$ cat config.mk
export PLATFORM = sky130hd
export DESIGN_NAME = bresenham_line_pixel_writer_core
export DESIGN_NICKNAME = d
export VERILOG_FILES = /design/src/hdl/blpw_pkg.sv /design/src/hdl/blpw_walker.sv /design/src/hdl/bresenham_line_pixel_writer_core.sv
export SDC_FILE = /design/constraint.sdc
export NUM_CORES = 2
export LEC_CHECK = 0
export BUFFER_PORTS_ARGS = -buffer_cell sky130_fd_sc_hd__buf_2
export CAP_MARGIN = 25
export CORE_AREA = 2 2 215 302
export DETAILED_ROUTE_END_ITERATION = 10
export DIE_AREA = 0 0 217 304
export HOLD_SLACK_MARGIN = 0.15
export PLACE_DENSITY = 0.7
export SETUP_SLACK_MARGIN = 0.02
export SLEW_MARGIN = 40
export SYNTH_ARGS = -nofsm -noshare
export SYNTH_HDL_FRONTEND = slang
export SYNTH_SLANG_ARGS = --single-unit
$ cat constraint.sdc
create_clock -name clock -period 6.49 [get_ports clock]
set_input_delay 0 -clock clock [delete_from_list [all_inputs] [get_ports clock]]
set_output_delay 0 -clock clock [all_outputs]
set_load 0.02 [all_outputs]
$ cat src/hdl/blpw_pkg.sv
// Shared types and constants for the Bresenham line pixel writer.
// Holds the transaction payload structs, command and register codes and helpers.
// No dependencies.
package blpw_pkg;

   localparam int COORD_WIDTH = 16;
   localparam int DELTA_W     = COORD_WIDTH + 1;
   localparam int ERR_W       = COORD_WIDTH + 3;
   localparam int WIN_W       = 13;
   localparam int CMP_W       = (COORD_WIDTH > WIN_W) ? COORD_WIDTH : WIN_W;
   localparam int STRIDE_W    = 16;
   localparam int BPP_W       = 4;
   localparam int COLOR_W     = 32;
   localparam int OFFSET_W    = 28;
   localparam int PROD_W      = WIN_W + STRIDE_W;
   localparam int CSR_IDX_W   = 3;
   localparam int CSR_DATA_W  = 32;

   typedef enum logic {
      CMD_LOAD = 1'b0,
      CMD_STEP = 1'b1
   } cmd_type;

   typedef enum logic [CSR_IDX_W-1:0] {
      CSR_LINE_STRIDE     = 3'd0,
      CSR_BYTES_PER_PIXEL = 3'd1,
      CSR_ENDIAN_MODE     = 3'd2,
      CSR_LINE_COLOR      = 3'd3,
      CSR_WIN_WIDTH       = 3'd4,
      CSR_WIN_HEIGHT      = 3'd5
   } csr_idx_type;

   localparam logic [STRIDE_W-1:0] STRIDE_RESET = 16'd7680;
   localparam logic [BPP_W-1:0]    BPP_RESET    = 4'd4;
   localparam logic                ENDIAN_RESET = 1'b0;
   localparam logic [COLOR_W-1:0]  COLOR_RESET  = 32'd0;
   localparam logic [WIN_W-1:0]    WIDTH_RESET  = 13'd1920;
   localparam logic [WIN_W-1:0]    HEIGHT_RESET = 13'd1080;

   typedef struct packed {
      logic                          command;
      logic signed [COORD_WIDTH-1:0] start_x;
      logic signed [COORD_WIDTH-1:0] start_y;
      logic signed [COORD_WIDTH-1:0] end_x;
      logic signed [COORD_WIDTH-1:0] end_y;
   } req_type;

   typedef struct packed {
      logic [OFFSET_W-1:0] byte_offset;
      logic [COLOR_W-1:0]  pixel_word;
      logic                inside_res;
      logic                last;
   } rsp_type;

   // Pixel handed from the walker to the output pipeline; x and y are zero when outside.
   typedef struct packed {
      logic [WIN_W-1:0] x;
      logic [WIN_W-1:0] y;
      logic             in_win;
      logic             last;
   } pix_type;

   function automatic logic [COLOR_W-1:0] swap_bytes(input logic [COLOR_W-1:0] c);
      swap_bytes = {c[7:0], c[15:8], c[23:16], c[31:24]};
   endfunction

endpackage

$ cat src/hdl/blpw_walker.sv
// Bresenham walker: holds the line state, sets it up on load and advances it on step.
// Presents the current pixel with window clipping. Depends on blpw_pkg.
module blpw_walker (
   input  logic                       clock,
   input  logic                       reset,
   input  logic                       load_en,
   input  logic                       step_en,
   input  blpw_pkg::req_type          req_data,
   input  logic [blpw_pkg::WIN_W-1:0] win_width,
   input  logic [blpw_pkg::WIN_W-1:0] win_height,
   output blpw_pkg::pix_type          pix,
   output logic                       active
);
   import blpw_pkg::*;

   logic signed [COORD_WIDTH-1:0] cur_x_ff, cur_x_in, cur_y_ff, cur_y_in;
   logic signed [COORD_WIDTH-1:0] tgt_x_ff, tgt_x_in, tgt_y_ff, tgt_y_in;
   logic [DELTA_W-1:0]            dx_ff, dx_in, dy_ff, dy_in;
   logic                          dir_x_ff, dir_x_in, dir_y_ff, dir_y_in;
   logic signed [ERR_W-1:0]       err_ff, err_in;
   logic                          active_ff, active_in;

   // load setup
   logic signed [DELTA_W-1:0]     diff_x, diff_y;
   logic [DELTA_W-1:0]            abs_x, abs_y;
   logic signed [ERR_W-1:0]       err_load;

   // step
   logic signed [ERR_W:0]         twice, neg_dy, dx_wide;
   logic signed [ERR_W-1:0]       dx_e, dy_e;
   logic                          move_x, move_y;
   logic signed [COORD_WIDTH-1:0] nx, ny;
   logic signed [ERR_W-1:0]       err_step;

   // clipping
   logic [CMP_W-1:0]              x_cmp, y_cmp;
   logic                          in_window;

   always_comb begin
      diff_x = $signed({req_data.end_x[COORD_WIDTH-1], req_data.end_x})
             - $signed({req_data.start_x[COORD_WIDTH-1], req_data.start_x});
      diff_y = $signed({req_data.end_y[COORD_WIDTH-1], req_data.end_y})
             - $signed({req_data.start_y[COORD_WIDTH-1], req_data.start_y});
      abs_x  = diff_x[DELTA_W-1] ? DELTA_W'(-diff_x) : DELTA_W'(diff_x);
      abs_y  = diff_y[DELTA_W-1] ? DELTA_W'(-diff_y) : DELTA_W'(diff_y);
      err_load = $signed(ERR_W'(abs_x)) - $signed(ERR_W'(abs_y));

      dx_e    = $signed(ERR_W'(dx_ff));
      dy_e    = $signed(ERR_W'(dy_ff));
      twice   = $signed({err_ff, 1'b0});
      dx_wide = $signed((ERR_W+1)'(dx_ff));
      neg_dy  = -$signed((ERR_W+1)'(dy_ff));
      move_x  = twice > neg_dy;
      move_y  = twice < dx_wide;
      err_step = err_ff - (move_x ? dy_e : '0) + (move_y ? dx_e : '0);
      nx = move_x ? (dir_x_ff ? cur_x_ff + COORD_WIDTH'(1) : cur_x_ff - COORD_WIDTH'(1))
                  : cur_x_ff;
      ny = move_y ? (dir_y_ff ? cur_y_ff + COORD_WIDTH'(1) : cur_y_ff - COORD_WIDTH'(1))
                  : cur_y_ff;

      cur_x_in  = cur_x_ff;
      cur_y_in  = cur_y_ff;
      tgt_x_in  = tgt_x_ff;
      tgt_y_in  = tgt_y_ff;
      dx_in     = dx_ff;
      dy_in     = dy_ff;
      dir_x_in  = dir_x_ff;
      dir_y_in  = dir_y_ff;
      err_in    = err_ff;
      active_in = active_ff;

      priority if (load_en) begin
         cur_x_in  = req_data.start_x;
         cur_y_in  = req_data.start_y;
         tgt_x_in  = req_data.end_x;
         tgt_y_in  = req_data.end_y;
         dx_in     = abs_x;
         dy_in     = abs_y;
         dir_x_in  = req_data.start_x < req_data.end_x;
         dir_y_in  = req_data.start_y < req_data.end_y;
         err_in    = err_load;
         active_in = (req_data.start_x != req_data.end_x)
                  || (req_data.start_y != req_data.end_y);
      end else if (step_en) begin
         cur_x_in  = nx;
         cur_y_in  = ny;
         err_in    = err_step;
         // stop on reaching the end point; it is never plotted
         active_in = !((nx == tgt_x_ff) && (ny == tgt_y_ff));
      end else begin
         active_in = active_ff;
      end

      x_cmp  = CMP_W'($unsigned(cur_x_ff));
      y_cmp  = CMP_W'($unsigned(cur_y_ff));
      in_window = !cur_x_ff[COORD_WIDTH-1] && !cur_y_ff[COORD_WIDTH-1]
               && (x_cmp < CMP_W'(win_width)) && (y_cmp < CMP_W'(win_height));

      pix.x      = in_window ? x_cmp[WIN_W-1:0] : '0;
      pix.y      = in_window ? y_cmp[WIN_W-1:0] : '0;
      pix.in_win = in_window;
      pix.last   = !active_in;
   end

   always_ff @(posedge clock) begin
      if (reset) begin
         cur_x_ff  <= '0;
         cur_y_ff  <= '0;
         tgt_x_ff  <= '0;
         tgt_y_ff  <= '0;
         dx_ff     <= '0;
         dy_ff     <= '0;
         dir_x_ff  <= 1'b0;
         dir_y_ff  <= 1'b0;
         err_ff    <= '0;
         active_ff <= 1'b0;
      end else begin
         cur_x_ff  <= cur_x_in;
         cur_y_ff  <= cur_y_in;
         tgt_x_ff  <= tgt_x_in;
         tgt_y_ff  <= tgt_y_in;
         dx_ff     <= dx_in;
         dy_ff     <= dy_in;
         dir_x_ff  <= dir_x_in;
         dir_y_ff  <= dir_y_in;
         err_ff    <= err_in;
         active_ff <= active_in;
      end
   end

   assign active = active_ff;

endmodule

$ cat src/hdl/bresenham_line_pixel_writer_core.sv
// A step result is held in the clipped-pixel register, then in the output register.
// Throughput: one transaction per cycle unless the output is stalled; walker state
// updates in the accept cycle, and the offset multiply-add sits before the output register.
// Reset: synchronous; valid flags and CSRs return to defaults, the walker goes idle.
// Depends on blpw_pkg and blpw_walker.
module bresenham_line_pixel_writer_core (
   input  logic                            clock,
   input  logic                            reset,
   input  logic                            req_valid,
   output logic                            req_ready,
   input  blpw_pkg::req_type               req_data,
   output logic                            rsp_valid,
   input  logic                            rsp_ready,
   output blpw_pkg::rsp_type               rsp_data,
   input  logic                            csr_valid,
   output logic                            csr_ready,
   input  logic [blpw_pkg::CSR_IDX_W-1:0]  csr_index,
   input  logic [blpw_pkg::CSR_DATA_W-1:0] csr_wdata
);
   import blpw_pkg::*;

   logic [STRIDE_W-1:0] stride_ff, stride_in;
   logic [BPP_W-1:0]    bpp_ff, bpp_in;
   logic                endian_ff, endian_in;
   logic [COLOR_W-1:0]  color_ff, color_in;
   logic [WIN_W-1:0]    width_ff, width_in;
   logic [WIN_W-1:0]    height_ff, height_in;

   logic    req_accept, load_en, step_en, walk_active, out_ready;
   pix_type walk_pix;

   logic    pix_valid_ff, pix_valid_in;
   pix_type pix_ff, pix_in;
   logic    rsp_valid_ff, rsp_valid_in;
   rsp_type rsp_ff, rsp_in;

   logic [PROD_W-1:0] prod_y, prod_x, offset_sum;

   // configuration writes
   assign csr_ready = 1'b1;

   always_comb begin
      stride_in = stride_ff;
      bpp_in    = bpp_ff;
      endian_in = endian_ff;
      color_in  = color_ff;
      width_in  = width_ff;
      height_in = height_ff;
      if (csr_valid) begin
         unique case (csr_idx_type'(csr_index))
            CSR_LINE_STRIDE:     stride_in = csr_wdata[STRIDE_W-1:0];
            CSR_BYTES_PER_PIXEL: bpp_in    = csr_wdata[BPP_W-1:0];
            CSR_ENDIAN_MODE:     endian_in = csr_wdata[0];
            CSR_LINE_COLOR:      color_in  = csr_wdata[COLOR_W-1:0];
            CSR_WIN_WIDTH:       width_in  = csr_wdata[WIN_W-1:0];
            CSR_WIN_HEIGHT:      height_in = csr_wdata[WIN_W-1:0];
            default: begin
               // drop writes beyond the register list
               stride_in = stride_ff;
            end
         endcase
      end
   end

   always_ff @(posedge clock) begin
      if (reset) begin
         stride_ff <= STRIDE_RESET;
         bpp_ff    <= BPP_RESET;
         endian_ff <= ENDIAN_RESET;
         color_ff  <= COLOR_RESET;
         width_ff  <= WIDTH_RESET;
         height_ff <= HEIGHT_RESET;
      end else begin
         stride_ff <= stride_in;
         bpp_ff    <= bpp_in;
         endian_ff <= endian_in;
         color_ff  <= color_in;
         width_ff  <= width_in;
         height_ff <= height_in;
      end
   end

   // handshake: the pipeline advances whenever the output register can take data
   assign out_ready  = !rsp_valid_ff || rsp_ready;
   assign req_ready  = !pix_valid_ff || out_ready;
   assign req_accept = req_valid && req_ready;
   assign load_en    = req_accept && (cmd_type'(req_data.command) == CMD_LOAD);
   assign step_en    = req_accept && (cmd_type'(req_data.command) == CMD_STEP) && walk_active;

   blpw_walker u_walker (
      .clock      (clock),
      .reset      (reset),
      .load_en    (load_en),
      .step_en    (step_en),
      .req_data   (req_data),
      .win_width  (width_ff),
      .win_height (height_ff),
      .pix        (walk_pix),
      .active     (walk_active)
   );

   always_comb begin
      pix_valid_in = pix_valid_ff;
      pix_in       = pix_ff;
      if (req_ready) begin
         pix_valid_in = step_en;
         pix_in       = walk_pix;
      end

      prod_y     = PROD_W'(pix_ff.y) * PROD_W'(stride_ff);
      prod_x     = PROD_W'(pix_ff.x) * PROD_W'(bpp_ff);
      offset_sum = prod_y + prod_x;

      rsp_valid_in = rsp_valid_ff;
      rsp_in       = rsp_ff;
      if (out_ready) begin
         rsp_valid_in       = pix_valid_ff;
         rsp_in.byte_offset = offset_sum[OFFSET_W-1:0];
         rsp_in.pixel_word  = !pix_ff.in_win ? '0
                            : (endian_ff ? swap_bytes(color_ff) : color_ff);
         rsp_in.inside_res  = pix_ff.in_win;
         rsp_in.last        = pix_ff.last;
      end
   end

   always_ff @(posedge clock) begin
      if (reset) begin
         pix_valid_ff <= 1'b0;
         rsp_valid_ff <= 1'b0;
      end else begin
         pix_valid_ff <= pix_valid_in;
         rsp_valid_ff <= rsp_valid_in;
      end
   end

   always_ff @(posedge clock) begin
      pix_ff <= pix_in;
      rsp_ff <= rsp_in;
   end

   assign rsp_valid = rsp_valid_ff;
   assign rsp_data  = rsp_ff;

endmodule
Yosys cells after proc, flatten, opt, wreduce, memory -nomap -nowiden
Index checks and enable logic that the tools add are counted.
- register bits: 291
- input bits: 105
- output and inout bits: 65
- word-level logic and storage cells: 99
- add/sub/neg operators: 13
- $mul: 2
- magnitude comparators: 6
- eq/ne operators: 9
- muxes and demuxes: 17
- bitwise operators: 1
- reduce and logical (&&, ||, !) cells: 25
- operators by type and width (kind ; count):
    $mux W16 ; 8
    $mux W17 ; 4
    $mux W19 ; 2
    $neg A17 Y17 ; 2
    $sub A16 B16 Y17 ; 2
    $add A16 B2 Y16 const B ; 2
    $eq A16 B16 Y1 ; 2
    $lt A16 B13 Y1 ; 2
    $lt A16 B16 Y1 ; 2
    $mux W32 ; 1
    $ne A16 B16 Y1 ; 2
    $sub A16 B2 Y16 const B ; 2
    $add A28 B17 Y28 ; 1
    $mul A13 B16 Y28 ; 1
    $gt A20 B20 Y1 ; 1
    $lt A20 B18 Y1 ; 1
    $neg A17 Y20 ; 1
    $add A19 B19 Y19 ; 1
    $sub A19 B19 Y19 ; 1
    $sub A17 B17 Y18 ; 1
    $mul A13 B4 Y17 ; 1
    $reduce_and A2 Y1 ; 6
    $logic_and A1 B1 Y1 ; 8
    $eq A3 B2 Y1 const B ; 2
    other kinds (8) ; 17

Logic depth before layout (Yosys ltp)
- depth after elaboration: 9
- gate-level depth with buffers: 31
- depth with buffers taken out: 29

Modules after synthesis
From an unflattened synthesis, not the netlist that was laid out.
- cells, all modules: 3329
- area, all modules: 28665.0 sq um
- modules (own cells, without submodules) (module ; instances ; cells an instance ; area an instance (sq um) ; seq. area each (sq um)):
    bresenham_line_pixel_writer_core ; 1 ; 1522 ; 14794.2 ; 4324.1
    blpw_walker ; 1 ; 1807 ; 13870.8 ; 2402.3

Worst setup path after synthesis
OpenSTA, ideal clock, no wires.
- kind: register to register
- from: reg u_walker.dy_ff[2]
- to: reg u_walker.err_ff[18]
- setup time: 95 ps
- arrival: 6303 ps
- data required time: 6395 ps
- slack: 91 ps
- cell stages (with the launch flop): 29
- path buffers: 1
- clock period less this slack: 6399 ps
- path through: dfxtp_1 nor2_1 nand2_1 or3_1 or3_1 nor4_1 xor2_1 ha_1 nand4_1 nor4_2 o221ai_1 a21oi_2 nor3_1 clkbuf_1 and2_1 fa_1 inv_1 ha_1 a21o_1 a21oi_1 nand2b_1 a211oi_1 a2111oi_0 o41ai_1 a21o_1 a21oi_1 xor2_1 nand2_1 a221oi_1
- longest elaborated chain between the ends: 7
- RTL lines (what ; RTL line ; source):
    start: declaration ; blpw_walker.sv:18 ; logic [DELTA_W-1:0] dx_ff, dx_in, dy_ff, dy_in;
    start signal: assignment ; blpw_walker.sv:123 ; dy_ff <= dy_in;
    $neg A17 Y20 ; blpw_walker.sv:52 ; neg_dy = -$signed((ERR_W+1)'(dy_ff));
    $gt A20 B20 Y1 ; blpw_walker.sv:53 ; move_x = twice > neg_dy;
    $mux W17 (*) ; blpw_walker.sv:55 ; err_step = err_ff - (move_x ? dy_e : '0) + (move_y ? dx_e : '0);
    $sub A19 B19 Y19 (*) ; blpw_walker.sv:55 ;
    $add A19 B19 Y19 (*) ; blpw_walker.sv:55 ;
    $mux W19 (*) ; blpw_walker.sv:84 ; end else if (step_en) begin
    $mux W19 (*) ; blpw_walker.sv:72 ; priority if (load_en) begin
    end signal: assignment ; blpw_walker.sv:126 ; err_ff <= err_in;
    end: declaration ; blpw_walker.sv:20 ; logic signed [ERR_W-1:0] err_ff, err_in;
Every way passes the cells marked *; elsewhere a longest branch is shown, timed or not. The select of a mux whose other input is x is not followed.
A chain may end at the register's enable or synchronous reset.

Worst setup path in the final report
- from: reg pix_ff[4] (netlist name)
- to: reg rsp_ff, in the netlist rsp_data[61] (data pin)
- longest elaborated chain between the ends: 2
- RTL lines (what ; RTL line ; source):
    start: declaration ; bresenham_line_pixel_writer_core.sv:33 ; pix_type pix_ff, pix_in;
    start signal: assignment ; bresenham_line_pixel_writer_core.sv:137 ; pix_ff <= pix_in;
    $mul A13 B16 Y28 ; bresenham_line_pixel_writer_core.sv:110 ; prod_y = PROD_W'(pix_ff.y) * PROD_W'(stride_ff);
    $add A28 B17 Y28 ; bresenham_line_pixel_writer_core.sv:112 ; offset_sum = prod_y + prod_x;
    via offset_sum[27] ; bresenham_line_pixel_writer_core.sv:37 ; logic [PROD_W-1:0] prod_y, prod_x, offset_sum;
    end signal: assignment ; bresenham_line_pixel_writer_core.sv:138 ; rsp_ff <= rsp_in;
    end: declaration ; bresenham_line_pixel_writer_core.sv:35 ; rsp_type rsp_ff, rsp_in;
The timed path passes the listed nets, and every way through them passes these cells.

==> results.md <==
- Kind of critical path: reg2reg
- Clk_lat worst skew: 0.57 ns
- Hold Path Cell Cnt: 4
- Die X: 217 um
- FF-to-FF setup slack: 0.21 ns
- FP Rows: 110
- Slew headroom: 0.338
- Overflow after GRT: 0
- IR drop worst, VDD: 228 uV
- Post-synth net total: 3902
- Post-synth cell types: 103
- WL/cell: 18.9 um
- MaxCap Viol Count: 0
- Final Non-Filler Cells: 4543
- Die ar.: 0.0660 mm2
- RSZ-0062 raised after global routing: true
- Worst-path clk slew: 0.06 ns
- Final WL: 85900 um
- Initial antenna violation count: 3
- Initial Util: 0.445
- Fin nets: 4269
- Final hold violation count: 0
- Ys flop type: dfxtp_1
- Leakage: 15.1 nW
- Fill count: 5900
- Max Buffers Root-to-Sink: 3
- Min Tclk post-route: 6.28 ns
- Setup crit end kind: register
- Power per cell area: 229 mW/mm2
- Vias per std cell: 5.47
- Leading post-synthesis cells by cell area: fa_1 16%, dfxtp_1 14%, ha_1 12%
- Mean Syn Cell Area: 8.55 um2
- Synth Instances: 3308
- Setup WS post-layout: 0.208 ns
- Clock root buffer: clkbuf_16
- Most common cell in the netlist: nand2_1
- Pre-CTS setup slack: -0.0967 ns
- DR iter-0 viols: 1465
- Worst EP required: 6.81 ns
- CP arrival: 6.60 ns
- H-tree Lvls: 2
- Final setup TNS: 0 ns
- Synth area leader: fa_1
- Top cell type's share of synthesized area: 0.159
- HPWL after DPL: 67200 um
- First-pass GRT wire length: 134000 um
- Most common library cells after synthesis: 477 x nand2_1, 419 x inv_1, 264 x ha_1, 230 x a21oi_1, 225 x fa_1
- Crit start category: register
- Post-Syn Area: 0.0283 mm2
- Period utilization: 0.968
- Ys Warns: 0
- Hold WS: 0.241 ns
- Post-route DRC: 0
- Port Buffers: 168
- Post-DRT Antenna Nets: 0
- TritonCTS clock tree: done
- Layout area overhead: 19.5%
- HP Class: in2reg
- Via Count: 24800
- CORE AREA: 0.0636 mm2
- Async S/R FF share, synth: 0
- Final Setup Violations: 0
- Final Max Slew Viols: 0
- Worst-margin pin slew: 0.968 ns
- Fin Clk Skew: 0.0176 ns
- CTS Buf Count: 34
- Post-synth EDFFs: 90
- Tot GR Track Use: 0.258
- Outcome: finished, final reports clean
- RePlAce Congestion: 0.957
- Max Clk Rate: 0.159 GHz
- Cell Count Post-Placement: 4315
- Share of cells above drive strength 1: 0.135
- Crit-path max FO: 7
- Synthesized flop and latch total: 291
- Reg2Reg Depth: 23
- DR pass1 iterations: 5
- Sequential area share after synthesis: 0.238
- Largest net degree at the start of global routing: 68
- Vias in the first global route: 25000
- # IOs: 170
- Die height: 304 um
- Clock Sink Count: 291
-- layer usage --
metal | vias to the layer above | part of all wire | track usage
li1 | 11800 | - | -
met1 | 12000 | 0.37 | 0.280
met2 | 741 | 0.52 | 0.472
met3 | 254 | 0.043 | 0.0280
met4 | 0 | 0.073 | 0.169
met5 | - | 0 | 0
-- metrics by stage --
stage / total power, mW / util / cell area [um2]
4_1_cts: 7.60 / 0.523 / 33300
5_1_grt: 8.19 / 0.532 / 33800
2_1_floorplan: 4.46 / - / 28300
3_5_place_dp: 5.42 / 0.481 / 30600
3_3_place_gp: 5.38 / 0.481 / 30600
6_report: 7.74 / 0.532 / 33800
-- critical path: stages, from the launching register on --
cell and delay, ns:
edfxtp_1 0.60, buf_6 0.17, nand2_1 0.06, fa_1 0.51, inv_2 0.04, fa_1 0.54, inv_2 0.04, fa_1 0.55
fa_1 0.44, fa_1 0.50, fa_1 0.50, inv_2 0.04, ha_4 0.26, o21ai_1 0.05, a221o_1 0.32, a31o_4 0.23
o211a_1 0.21, nor3_2 0.18, buf_4 0.15, a41oi_2 0.11, a21o_1 0.22, a21boi_2 0.13, nor2_2 0.05, xnor2_1 0.11
-- layout make-up --
| cell class | instances | area [um2] | share of cell area |
|---|---|---|---|
| Multi-Input combinational cell | 2469 | 19800 | 0.585 |
| Sequential cell | 291 | 6740 | 0.199 |
| Timing Repair Buffer | 458 | 3430 | 0.102 |
| Inverter | 421 | 1580 | 0.0468 |
| Tap cell | 840 | 1050 | 0.0311 |
| Clock buffer | 43 | 957 | 0.0283 |
| Clock inverter | 18 | 240 | 0.00711 |
| Antenna cell | 3 | 7.51 | 0.000222 |
-- cells by family (layout without fill, tap and decap cells) --
group,Yosys count,count (layout),synth area share
AND/OR/NAND/NOR,1148,1148,0.195
AO/OA/AOI/OAI,615,615,0.144
other,1,4,0.000133
buffers and inverters,548,940,0.0764
flip-flops,291,291,0.238
adder cells (fa/ha/maj),489,489,0.276
multiplexers,46,46,0.0165
XOR/XNOR,170,170,0.0539
-- flip-flops by register name, summed over array words and instances (netlist names), 4 cells and up --
register / count
u_walker.dx_ff: 17
u_walker.tgt_y_ff: 16
color_ff: 32
width_ff: 13
pix_ff: 28
u_walker.dy_ff: 17
rsp_data: 62
u_walker.cur_x_ff: 16
u_walker.tgt_x_ff: 16
stride_ff: 16
u_walker.cur_y_ff: 16
height_ff: 13
u_walker.err_ff: 19
bpp_ff: 4
-- layout by cell type, fill, tap and decap left out, types with 42 or more instances in the layout --
cell           synthesis  layout
nor2b_1               61      61
xor2_1                50      50
inv_1                419     413
dlygate4sd3_1          0     144
a21oi_1              230     223
a211oi_1              54      51
and2_1               172     166
buf_2                  4     167
nor3_1                54      49
dfxtp_1              201     191
xnor2_1              117     117
mux2i_1               42      42
nand2_1              477     470
nand3_1               44      44
nor2_1               186     177
ha_1                 264     258
o21ai_0               65      60
buf_4                  2     135
fa_1                 225     222
edfxtp_1              90      90
-- power by group --
group          switching, mW  internal (mW)  total, mW
clock network          0.870           1.23       2.10
logic                   2.01           1.50       3.51
registers              0.137           2.00       2.14
total                   3.02           4.72       7.74
-- path summary, 6_finish.rpt --
kind                               end    startpoint
setup / recovery          rsp_data[61]     pix_ff[4]
hold reg to reg            rsp_data[0]     pix_ff[0]
hold / removal    u_walker.cur_y_ff[7]  req_data[39]
setup reg to reg          rsp_data[61]     pix_ff[4]
-- timing repair --
| item | 4_1_cts | 5_1_grt |
|---|---|---|
| gates resized for setup | 3 | 90 |
| endpoints found under the hold margin | 168 | 0 |
| pin swaps | 2 | 45 |
| endpoints found under the setup margin | 2 | 11 |
| setup buffers | 3 | 16 |
| hold buffers | 144 | 0 |
Power figures use the tool's default switching activity.
